## src/rtl/nhms_pkg.sv

```systemverilog
// ----------------------------------------------------------------------------
// nhms_pkg
// Shared types, codes and saturating helpers of the network heat mixing step.
// ----------------------------------------------------------------------------
package nhms_pkg;

  localparam int NODE_COUNT_DEF = 16;
  localparam int LINK_COUNT_DEF = 32;

  localparam logic signed [63:0] S64_MAX = 64'sh7FFF_FFFF_FFFF_FFFF;
  localparam logic signed [63:0] S64_MIN = 64'sh8000_0000_0000_0001;
  localparam logic [63:0]        HI_LIMIT = 64'h0000_8000_0000_0000;
  localparam logic [49:0]        D_LIMIT  = 50'h0_0000_8000_0000;

  typedef enum logic [2:0] {
    OP_LOAD_NODE  = 3'd0,
    OP_LOAD_LINK  = 3'd1,
    OP_RUN        = 3'd2,
    OP_READ_NODE  = 3'd3,
    OP_READ_LINK  = 3'd4,
    OP_WRITE_NODE = 3'd5,
    OP_WRITE_LINK = 3'd6
  } op_e;

  typedef enum logic [1:0] {
    ST_OK    = 2'd0,
    ST_RANGE = 2'd1,
    ST_SKIP  = 2'd2
  } status_e;

  typedef enum logic [1:0] {
    CFG_ENABLE    = 2'd0,
    CFG_STEADY    = 2'd1,
    CFG_INIT_TEMP = 2'd2
  } cfg_idx_e;

  typedef struct packed {
    logic signed [31:0] temp;
    logic [31:0]        v_old;
    logic [31:0]        v_in;
    logic signed [31:0] ext;
    logic signed [63:0] heat;
  } node_ent_t;

  typedef struct packed {
    logic signed [31:0] temp;
    logic signed [31:0] flow;
    logic [4:0]         from_n;
    logic [4:0]         to_n;
    logic [31:0]        v_old;
    logic [31:0]        v_new;
  } link_ent_t;

  typedef struct packed {
    logic               start;
    logic signed [63:0] dividend;
    logic [32:0]        divisor;
  } div_req_t;

  typedef struct packed {
    logic               busy;
    logic               done;
    logic signed [63:0] quotient;
  } div_resp_t;

  function automatic logic signed [63:0] sat_add(input logic signed [63:0] a,
                                                 input logic signed [63:0] b);
    logic signed [64:0] s;
    s = $signed({a[63], a}) + $signed({b[63], b});
    if (s > $signed({1'b0, S64_MAX})) begin
      return S64_MAX;
    end else if (s < $signed({1'b1, S64_MIN})) begin
      return S64_MIN;
    end
    return s[63:0];
  endfunction

  function automatic logic signed [31:0] sat32(input logic signed [63:0] v);
    if (v > 64'sh0000_0000_7FFF_FFFF) begin
      return 32'sh7FFF_FFFF;
    end else if (v < 64'shFFFF_FFFF_8000_0000) begin
      return 32'sh8000_0000;
    end
    return v[31:0];
  endfunction

endpackage

```

## src/rtl/nhms_div.sv

```systemverilog
// ----------------------------------------------------------------------------
// nhms_div
// Signed by unsigned restoring divider, one quotient bit per cycle,
// quotient truncated toward zero.
// ----------------------------------------------------------------------------
module nhms_div import nhms_pkg::*; (
  input  logic      clk_i,
  input  logic      rst_ni,
  input  div_req_t  req_i,
  output div_resp_t resp_o
);

  logic        busy_q;
  logic        done_q;
  logic [5:0]  cnt_q;
  logic [63:0] num_q;
  logic [32:0] rem_q;
  logic [32:0] dvs_q;
  logic [63:0] quo_q;
  logic        neg_q;
  logic [33:0] rsh;
  logic        qbit;

  assign rsh  = {rem_q, num_q[63]};
  assign qbit = rsh >= {1'b0, dvs_q};

  always_ff @(posedge clk_i or negedge rst_ni) begin
    if (!rst_ni) begin
      busy_q <= 1'b0;
      done_q <= 1'b0;
      cnt_q  <= '0;
    end else begin
      done_q <= 1'b0;
      if (req_i.start && !busy_q) begin
        busy_q <= 1'b1;
        cnt_q  <= '0;
      end else if (busy_q) begin
        cnt_q <= cnt_q + 6'd1;
        if (cnt_q == 6'd63) begin
          busy_q <= 1'b0;
          done_q <= 1'b1;
        end
      end
    end
  end

  always_ff @(posedge clk_i) begin
    if (req_i.start && !busy_q) begin
      num_q <= req_i.dividend[63] ? -req_i.dividend : req_i.dividend;
      neg_q <= req_i.dividend[63];
      dvs_q <= req_i.divisor;
      rem_q <= '0;
      quo_q <= '0;
    end else if (busy_q) begin
      num_q <= {num_q[62:0], 1'b0};
      quo_q <= {quo_q[62:0], qbit};
      rem_q <= qbit ? 33'(rsh - {1'b0, dvs_q}) : rsh[32:0];
    end
  end

  assign resp_o.busy     = busy_q;
  assign resp_o.done     = done_q;
  assign resp_o.quotient = neg_q ? -$signed(quo_q) : $signed(quo_q);

endmodule

```

## config.mk

```make
export PLATFORM = sky130hd
export DESIGN_NAME = nhms_div
export DESIGN_NICKNAME = d
export VERILOG_FILES = /design/src/rtl/nhms_pkg.sv /design/src/rtl/nhms_div.sv
export SDC_FILE = /design/constraint.sdc
export NUM_CORES = 1
export LEC_CHECK = 0
export ABC_AREA = 1
export BUFFER_PORTS_ARGS = -buffer_cell sky130_fd_sc_hd__buf_2
export CAP_MARGIN = 20
export CORE_AREA = 2 2 137 192
export DETAILED_ROUTE_END_ITERATION = 16
export DIE_AREA = 0 0 139 194
export PLACE_DENSITY_LB_ADDON = 0.05
export SLEW_MARGIN = 20
export SYNTH_ARGS = -nofsm -noshare
export SYNTH_HDL_FRONTEND = slang
export SYNTH_SLANG_ARGS = --single-unit
export TNS_END_PERCENT = 100
```

## constraint.sdc

```tcl
create_clock -name clk_i -period 4.29 [get_ports clk_i]
set_input_delay 0.858 -clock clk_i [delete_from_list [all_inputs] [get_ports clk_i]]
set_output_delay 0.858 -clock clk_i [all_outputs]
set_load 0.05 [all_outputs]
```

==> results.toml, run 1 <==
[status]
status = "completed"

[cells_and_area]
seq_area_sq_um = 5080
n_antenna_cell = 0
fillers = 2377
final_cell_mix = "818 x nand2_1, 305 x inv_1, 244 x nor2_1"
fin_nets = 2577
area_growth_pct = 11.5
layout_commonest_cell = "nand2_1"
multi_input_area_sq_um = 8350
final_util = 0.660
layout-drive-gt1-share = 0.110

[drt]
drt_iter0_drc = 1082
wl_um = 46300
vias_per_cell = 5.47
dr.pass1.iters = 7
dr_total_vias = 15200
route.detailed.drc = 0
avgRoutedWirePerCell_um = 16.7
postRouteAntennaNets = 0

[yosys]
synth_area_per_cell_sq_um = 6.47
ys_ff_latch = 203
syn_inst = 2306
ys_types = 44
netlist_area_sq_um = 14900
yosys_warnings = 0
synth-async-reset-ratio = 0.0394
synth_edf_count = 98
ys_seq_area_frac = 0.341
synthFlopType = "edfxtp_1"
synth_nets = 2443

[power]
p_leak_nw = 8.26
power_density_nw_per_um2 = 706
vdd_drop_max_uv = 664

[global_route]
grt_antenna_before_repair = 0
grt_first_pass_wirelength_um = 74200
grt_use_total = 0.340
grt-ovfl-total = 0
grt_pass1_vias = 15100
grt_max_degree = 78

[clock_network]
htree_levels = 1
cts_sinks = 203
clockBufferDepth = 3
clock-root-buffer = "clkbuf_16"
numCtsBuffers = 22
worst_skew_pair.late_latency_ps = 540
cts_resized = 0
clkTransAtPathRegs_ps = 70
ctsHoldBuffers = 0
cts_tree = "yes"
cts_setup_buffers = 0

[setup_path]
critical_path_arrival_ps = 2810
r2r_cells = 14
r2r-end = "rem_q[32]"
r2r-start = "num_q[63]"
crit_path_end_kind = "primary output"
crit_chain = "inv_1 -> ha_1 -> nand3_1 -> nor2_2 -> nand3_1 -> nor2_1 -> nand2_1 -> nand2_1 -> o21ai_0 -> xor2_1 -> buf_2"
critPathSlowestCell = "dfxtp_1"
worstSetupPathType = "register to primary output"
cp_top_family = "simple AND/OR/NAND/NOR gates"
cp-startpoint = "quo_q[1]"
cp_slowest_stage_delay_ps = 320
rrSetupSlack_ps = 1550
crit_path_start_kind = "register"
crit_required_ps = 3430
critPathBufInv = 2
path_max_fanout = 5

[sta]
fin_crit_ps = 3670
fin_setup_tns_ps = 0
tightest_slew_ps = 1080
rsz0062_at_grt = "no"
skew_ps = 19.2
setup_viol = 0
min_period_over_period = 0.855
slew_viol_final = 0
fmax_mhz = 273
maxSlewHeadroom = 0.281
hold_slack_ps = 153
hold_viol = 0

[floorplanning]
core-area_sq_um = 25200
io_pins = 166
die_h_um = 194
rows = 69
die_x_um = 139
initial_core_util = 0.592
die_area_sq_um = 27000

[placement]
io_buffers = 165
place.gp.congestion = 1.01
hpwl_um = 35800

[job]
cap_violations = 0

[worst_hold_path]
min_path_type = "input pin to async pin"
-- per-layer routing --
metal / wire length (um) / GRT usage
met5: 0 / 0
met4: 2710 / 0.181
met3: 2290 / 0.0358
met2: 23800 / 0.636
met1: 17500 / 0.374
-- Yosys cell counts, types with 3 or more instances --
| master | n | area (sq um) |
|---|---|---|
| o22ai_1 | 63 | 394 |
| buf_2 | 6 | 30.0 |
| clkbuf_1 | 42 | 158 |
| nand3_2 | 4 | 40.0 |
| o21ai_1 | 3 | 15.0 |
| a21oi_1 | 23 | 115 |
| buf_1 | 8 | 30.0 |
| nor2_1 | 245 | 920 |
| nor2_2 | 11 | 68.8 |
| o31ai_1 | 3 | 22.5 |
| and2_1 | 12 | 75.1 |
| inv_2 | 10 | 37.5 |
| nand2_2 | 19 | 119 |
| nor3_1 | 21 | 105 |
| xnor2_1 | 18 | 158 |
| nand2_4 | 3 | 33.8 |
| ha_1 | 36 | 450 |
| nand3b_1 | 35 | 263 |
| nand2_1 | 818 | 3070 |
| o21ai_0 | 66 | 330 |
| inv_1 | 306 | 1150 |
| a31oi_1 | 3 | 18.8 |
| nand3_1 | 184 | 921 |
| nand4_1 | 52 | 325 |
| nor2_4 | 7 | 78.8 |
| dfrtp_1 | 8 | 200 |
| or2_2 | 3 | 18.8 |
| clkinv_1 | 6 | 22.5 |
| edfxtp_1 | 98 | 2940 |
| buf_4 | 6 | 45.0 |
| xor2_1 | 70 | 613 |
| dfxtp_1 | 97 | 1940 |
| nor3b_1 | 6 | 45.0 |
-- sequential cells by signal (all words and copies together), names as in the netlist --
name	cells
num_q	64
quo_q	64
dvs_q	33
rem_q	33
cnt_q	6
busy_q	1
done_q	1
neg_q	1
-- per-stage QoR --
stage | std cells | instance area (sq um) | setup WS, ps | power (W)
finish | 2775 | 16600 | 623 | 0.0118
global route | 2775 | 16600 | 395 | 0.0126
CTS | 2775 | 16600 | 630 | 0.0117
detailed placement | 2735 | 15900 | 1230 | 0.00979
global placement | 2735 | 15900 | 1340 | 0.00966
floorplan | 2306 | 14900 | 849 | 0.00819
-- worst max path at each step --
stage	cells past startpoint	slack, ps	end
2_1_floorplan	3	850	num_q[0]
3_3_place_gp	11	1340	resp_o[47]
3_5_place_dp	11	1230	resp_o[28]
4_1_cts	11	630	resp_o[28]
5_1_grt	11	400	resp_o[28]
6_report	11	620	resp_o[28]
-- power breakdown --
group | internal [W] | switching [W] | total (W)
sequential | 0.00295 | 0.000509 | 0.00346
clock | 0.00110 | 0.000804 | 0.00191
combinational | 0.00190 | 0.00449 | 0.00639
-- cell families after synthesis --
group,count (synthesis),share of synthesized area
buffers and inverters,386,0.100
AND/OR/NAND/NOR,1426,0.412
adder cells (fa/ha/maj),37,0.0315
flip-flops,203,0.341
XOR/XNOR,88,0.0516
AO/OA/AOI/OAI,166,0.0638
-- area by class of cell --
type | count | area share
clock inverter | 9 | 0.00579
clock buffer | 31 | 0.0364
tap | 319 | 0.0240
sequential | 203 | 0.305
timing repair buffer | 174 | 0.0537
multi-input combinational | 1717 | 0.502
inverter | 322 | 0.0728
Power figures use the tool's default switching activity.
==> run 2: changes to the inputs <==
--- a/config.mk
+++ b/config.mk
@@ -8,9 +8,9 @@
 export ABC_AREA = 1
 export BUFFER_PORTS_ARGS = -buffer_cell sky130_fd_sc_hd__buf_2
 export CAP_MARGIN = 20
-export CORE_AREA = 2 2 137 192
+export CORE_AREA = 2 2 167 234
 export DETAILED_ROUTE_END_ITERATION = 16
-export DIE_AREA = 0 0 139 194
+export DIE_AREA = 0 0 169 236
 export PLACE_DENSITY_LB_ADDON = 0.05
 export SLEW_MARGIN = 20
 export SYNTH_ARGS = -nofsm -noshare
==> run 2 against run 1 <==
Compared with the run above:
- cell count up 6.1%
- core utilization down 22 points
- register-to-register slack worse by 40 ps
- routed wire length up 11%
- clock skew down 6.5 ps
- via count down 2.4%
- critical endpoint is now resp_o[61]
==> results.toml, run 2 (synthesis results as in run 1) <==
[clock_network]
numCtsBuffers = 24
cts_setup_buffers = 0
htree_levels = 1
cts_resized = 0
clkTransAtPathRegs_ps = 70
clockBufferDepth = 3
ctsHoldBuffers = 0
cts_sinks = 203
cts_tree = "yes"
clock-root-buffer = "clkbuf_16"
worst_skew_pair.late_latency_ps = 550

[cells_and_area]
fillers = 4129
final_util = 0.444
area_growth_pct = 13.3
layout-drive-gt1-share = 0.113
final_cell_mix = "818 x nand2_1, 305 x inv_1, 244 x nor2_1"
n_antenna_cell = 0
top_regs = "num_q (64), quo_q (64)"
fin_nets = 2584
layout_commonest_cell = "nand2_1"

[sta]
maxSlewHeadroom = 0.365
rsz0062_at_grt = "no"
tightest_slew_ps = 952
fin_setup_tns_ps = 0
slew_viol_final = 0
min_period_over_period = 0.858
skew_ps = 12.7
hold_viol = 0
fin_crit_ps = 3680
setup_viol = 0
fmax_mhz = 272

[drt]
dr.pass1.iters = 5
route.detailed.drc = 0
dr_total_vias = 14800
wl_um = 51200
vias_per_cell = 5.04
postRouteAntennaNets = 0
drt_iter0_drc = 897
avgRoutedWirePerCell_um = 17.4

[floorplanning]
die_area_sq_um = 39900
core-area_sq_um = 38100
die_h_um = 236
rows = 85
io_pins = 166
initial_core_util = 0.392
die_x_um = 169

[global_route]
grt_first_pass_wirelength_um = 80300
grt_use_total = 0.257
grt_antenna_before_repair = 0
grt_pass1_vias = 14600
grt-ovfl-total = 0
grt_max_degree = 65

[placement]
hpwl_um = 40000
io_buffers = 165
place.gp.congestion = 0.956

[setup_path]
crit_path_end_kind = "primary output"
worstSetupPathType = "register to primary output"
crit_path_start_kind = "register"
r2r_cells = 14
critical_path_arrival_ps = 2820
path_max_fanout = 4
crit_required_ps = 3430
r2r-end = "rem_q[21]"
r2r-start = "num_q[63]"
rrSetupSlack_ps = 1510

[status]
status = "completed"

[worst_hold_path]
min_path_type = "input pin to async pin"

[power]
power.total_w = 0.0118
p_leak_nw = 8.30
power_density_nw_per_um2 = 695
vdd_drop_max_uv = 605

[job]
cap_violations = 0
run 2: changes by cell type in the layout (fill, tap and decap cells not counted), sizes merged:
cell and change:
inv -1, clkinv +7, bufinv -2, clkinvlp +2, buf +5, clkbuf -2
run 2: per-stage QoR:
step | area [sq um] | instances | hold WS, ps | setup WS [ps]
6_report | 16900 | 2943 | 145 | 609
5_1_grt | 16900 | 2943 | 148 | 419
4_1_cts | 16900 | 2943 | 127 | 616
3_5_place_dp | 16200 | 2899 | 459 | 1210
3_3_place_gp | 16200 | 2898 | 457 | 1230
2_1_floorplan | 14900 | 2306 | 444 | 849
run 2: worst max-delay path by stage:
stage	start	to	slack, ps
final	quo_q[0]	resp_o[61]	610
after global placement	quo_q[0]	resp_o[61]	1230
after detailed placement	quo_q[0]	resp_o[61]	1210
after floorplan	req_i[97]	num_q[0]	850
after global routing	quo_q[0]	resp_o[61]	420
after CTS	quo_q[0]	resp_o[61]	620
run 2: area by class of cell:
type	count	area (sq um)	share of cell area
clock inverters	15	75.1	0.00444
clock buffers	29	641	0.0379
inverters	322	1210	0.0717
multi-input cells	1717	8350	0.494
flip-flops and latches	203	5080	0.301
well taps	478	598	0.0354
repair buffers	179	951	0.0562
run 2: critical path: stages (launching register included):
cell	delay, ps
dfxtp_1	330
nor3_2	270
nand3_1	290
nor2_2	260
inv_1	80
nor2_1	290
nand2_1	210
xor2_1	170
nand2_1	60
nand2_1	70
buf_2	250
run 2: power by group:
group	switching, W	internal [W]
clock network	0.000877	0.00106
logic	0.00448	0.00191
registers	0.000481	0.00295
run 2: layer usage:
layer  GRT usage  wire, um  vias up
met5           0         0        -
met4       0.111      2350        0
met3      0.0275      2130      106
met2       0.467     25900      349
met1       0.304     20800     6733
li1            -         -     7632
==> run 3: changes to the inputs <==
--- a/config.mk
+++ b/config.mk
@@ -5,12 +5,12 @@
 export SDC_FILE = /design/constraint.sdc
 export NUM_CORES = 1
 export LEC_CHECK = 0
-export ABC_AREA = 1
+export ABC_AREA = 0
 export BUFFER_PORTS_ARGS = -buffer_cell sky130_fd_sc_hd__buf_2
 export CAP_MARGIN = 20
-export CORE_AREA = 2 2 167 234
+export CORE_AREA = 2 2 152 213
 export DETAILED_ROUTE_END_ITERATION = 16
-export DIE_AREA = 0 0 169 236
+export DIE_AREA = 0 0 154 215
 export PLACE_DENSITY_LB_ADDON = 0.05
 export SLEW_MARGIN = 20
 export SYNTH_ARGS = -nofsm -noshare
==> run 3 against run 2 <==
Compared with the run above:
- clock skew increased by 3.1 ps
- combinational power decreased by 23%
- cell count decreased by 34%
==> results.toml, run 3 <==
[setup_path]
r2r_cells = 13
critical_path_arrival_ps = 3310
crit_path_start_kind = "register"
path_max_fanout = 6
r2r-end = "rem_q[1]"
rrSetupSlack_ps = 660
worstSetupPathType = "register to primary output"
crit_required_ps = 3430
r2r-start = "num_q[63]"
crit_path_end_kind = "primary output"

[placement]
hpwl_um = 21600
dpl-instance-area_sq_um = 13400
pre_cts_ws_ps = 408
io_buffers = 165
place.gp.congestion = 0.820
dpl.cell_count = 1908

[yosys]
ys_seq_area_frac = 0.414
netlist_area_sq_um = 12300
synth_area_per_cell_sq_um = 8.72
synth_edf_count = 98
ys_ff_latch = 203
synthTopCellsByCount = "231 x nand2_1, 194 x o21ai_0, 98 x edfxtp_1, 97 x dfxtp_1, 83 x xor2_1"
yosysTopAreaCell = "edfxtp_1"
syn_inst = 1407
yosys_warnings = 0
synth_top_area_frac = 0.240
synth_most_common_cell = "nand2_1"
synth_nets = 1544
ys_types = 66
synthFlopType = "edfxtp_1"
yosys-top-cells-area = "edfxtp_1 24%, dfxtp_1 16%, o21ai_0 7.9%, nand2_1 7.1%, xor2_1 5.9%"
synth-async-reset-ratio = 0.0394

[sta]
hold_viol = 0
rsz0062_at_grt = "yes"
fin_crit_ps = 4170
fin_setup_tns_ps = 0
setup_ws_ps = 120
setup_viol = 0
fmax_mhz = 240
tightest_slew_ps = 833
maxSlewHeadroom = 0.444
skew_ps = 15.8
min_period_over_period = 0.972
slew_viol_final = 0

[global_route]
grt_antenna_before_repair = 1
grt_max_degree = 100
grt-ovfl-total = 0
grt_first_pass_wirelength_um = 50100
grt_use_total = 0.181
grt_pass1_vias = 9842

[cells_and_area]
fin_nets = 1676
layout-drive-gt1-share = 0.166
area_growth_pct = 17.1
fillers = 3166
n_antenna_cell = 0
finalInstanceArea_sq_um = 14400
layout_commonest_cell = "nand2_1"
fin_cells = 1950
top_regs = "num_q (64), quo_q (64)"
final_cell_mix = "229 x nand2_1, 194 x o21ai_0, 155 x buf_2"

[clock_network]
htree_levels = 1
cts_sinks = 203
clkTransAtPathRegs_ps = 60
numCtsBuffers = 23
clockBufferDepth = 3
worst_skew_pair.late_latency_ps = 520
cts_tree = "yes"
clock-root-buffer = "clkbuf_16"

[drt]
postRouteAntennaNets = 0
dr_total_vias = 10200
dr.pass1.iters = 4
wl_um = 30300
route.detailed.drc = 0
avgRoutedWirePerCell_um = 15.5
vias_per_cell = 5.22
drt_iter0_drc = 395

[status]
status = "completed"

[power]
power_density_nw_per_um2 = 745
vdd_drop_max_uv = 429
p_leak_nw = 5.88

[floorplanning]
die_x_um = 154
core-area_sq_um = 31300
rows = 77
die_h_um = 215
initial_core_util = 0.392
io_pins = 166
die_area_sq_um = 33100

[worst_hold_path]
min_path_type = "input pin to async pin"

[job]
cap_violations = 0
-- run 3: cell types whose count changed after synthesis, moves of 27 or more --
| cell | before | now |
|---|---|---|
| a21oi_1 | 23 | 50 |
| inv_1 | 306 | 50 |
| nand2_1 | 818 | 231 |
| nand2b_1 | 1 | 81 |
| nand3_1 | 184 | 26 |
| nand3b_1 | 35 | 5 |
| nand4_1 | 52 | 14 |
| nor2_1 | 245 | 47 |
| o21ai_0 | 66 | 194 |
| o22ai_1 | 63 | 0 |
| o31ai_1 | 3 | 32 |
| xnor2_1 | 18 | 69 |
-- run 3: kinds of logic (layout without fill, tap and decap cells) --
logic type	count (synthesis)	count (layout)	share of synthesized area
AOI/OAI and AO/OA	391	391	0.198
and+or+nand+nor	487	487	0.193
adders and majority gates	37	37	0.0383
buffers and inverters	129	277	0.0418
DFF	203	203	0.414
muxes	8	8	0.00673
xor gates and xnor gates	152	152	0.108
-- run 3: repair_timing --
action | in CTS | in global routing
hold endpoints to repair | 0 | 0
resized for setup | 8 | 24
hold buffers | 0 | 0
pin swaps | 0 | 4
endpoints found under the setup margin | 9 | 21
setup buffers | 0 | 1
-- run 3: power by group --
group          leakage (nW)  switching (W)  internal (W)  total [W]
logic                  3.54        0.00307       0.00182    0.00489
clock network         0.384       0.000810       0.00130    0.00211
registers              1.95       0.000782       0.00292    0.00370
-- run 3: worst max-delay path, stage by stage, from the launching register on --
cell     delay, ps
dfxtp_2        350
or3_4          410
or4_4          560
or2_4          280
nor3_4         230
nand2_2        120
nor2_4         120
nand2_2        110
o31ai_2        270
xnor2_1        140
buf_4          210
-- run 3: area by class of cell --
cell class                      count  area [sq um]  area share
Multi-Input combinational cell   1075          6780       0.472
Sequential cell                   203          5090       0.354
Timing Repair Buffer              186          1020      0.0710
Clock buffer                       26           597      0.0415
Tap cell                          395           494      0.0344
Clock inverter                     15           203      0.0141
Inverter                           50           188      0.0131
-- run 3: stage by stage --
step           total power (W)   util  hold WS [ps]
6_report                0.0107  0.459           178
4_1_cts                 0.0108  0.456           155
2_1_floorplan          0.00738      -           454
5_1_grt                 0.0115  0.459           162
3_5_place_dp           0.00859  0.429           479
3_3_place_gp           0.00854  0.429           474
-- run 3: layer usage --
metal / GRT usage / share of wire / vias up / wire length [um]
met5: 0 / 0.00043 / - / 13
met4: 0.0492 / 0.021 / 2 / 651
met3: 0.0288 / 0.043 / 43 / 1320
met2: 0.309 / 0.47 / 183 / 14200
met1: 0.239 / 0.46 / 4696 / 14100
li1: - / - / 5264 / -
-- run 3: how the worst max path moves through the flow --
stage | end | depth (start not counted) | from
after floorplan | resp_o[63] | 8 | quo_q[31]
after global placement | resp_o[60] | 10 | quo_q[2]
after detailed placement | resp_o[60] | 10 | quo_q[2]
after CTS | resp_o[60] | 9 | quo_q[17]
after global routing | resp_o[56] | 10 | quo_q[2]
final | resp_o[56] | 10 | quo_q[2]
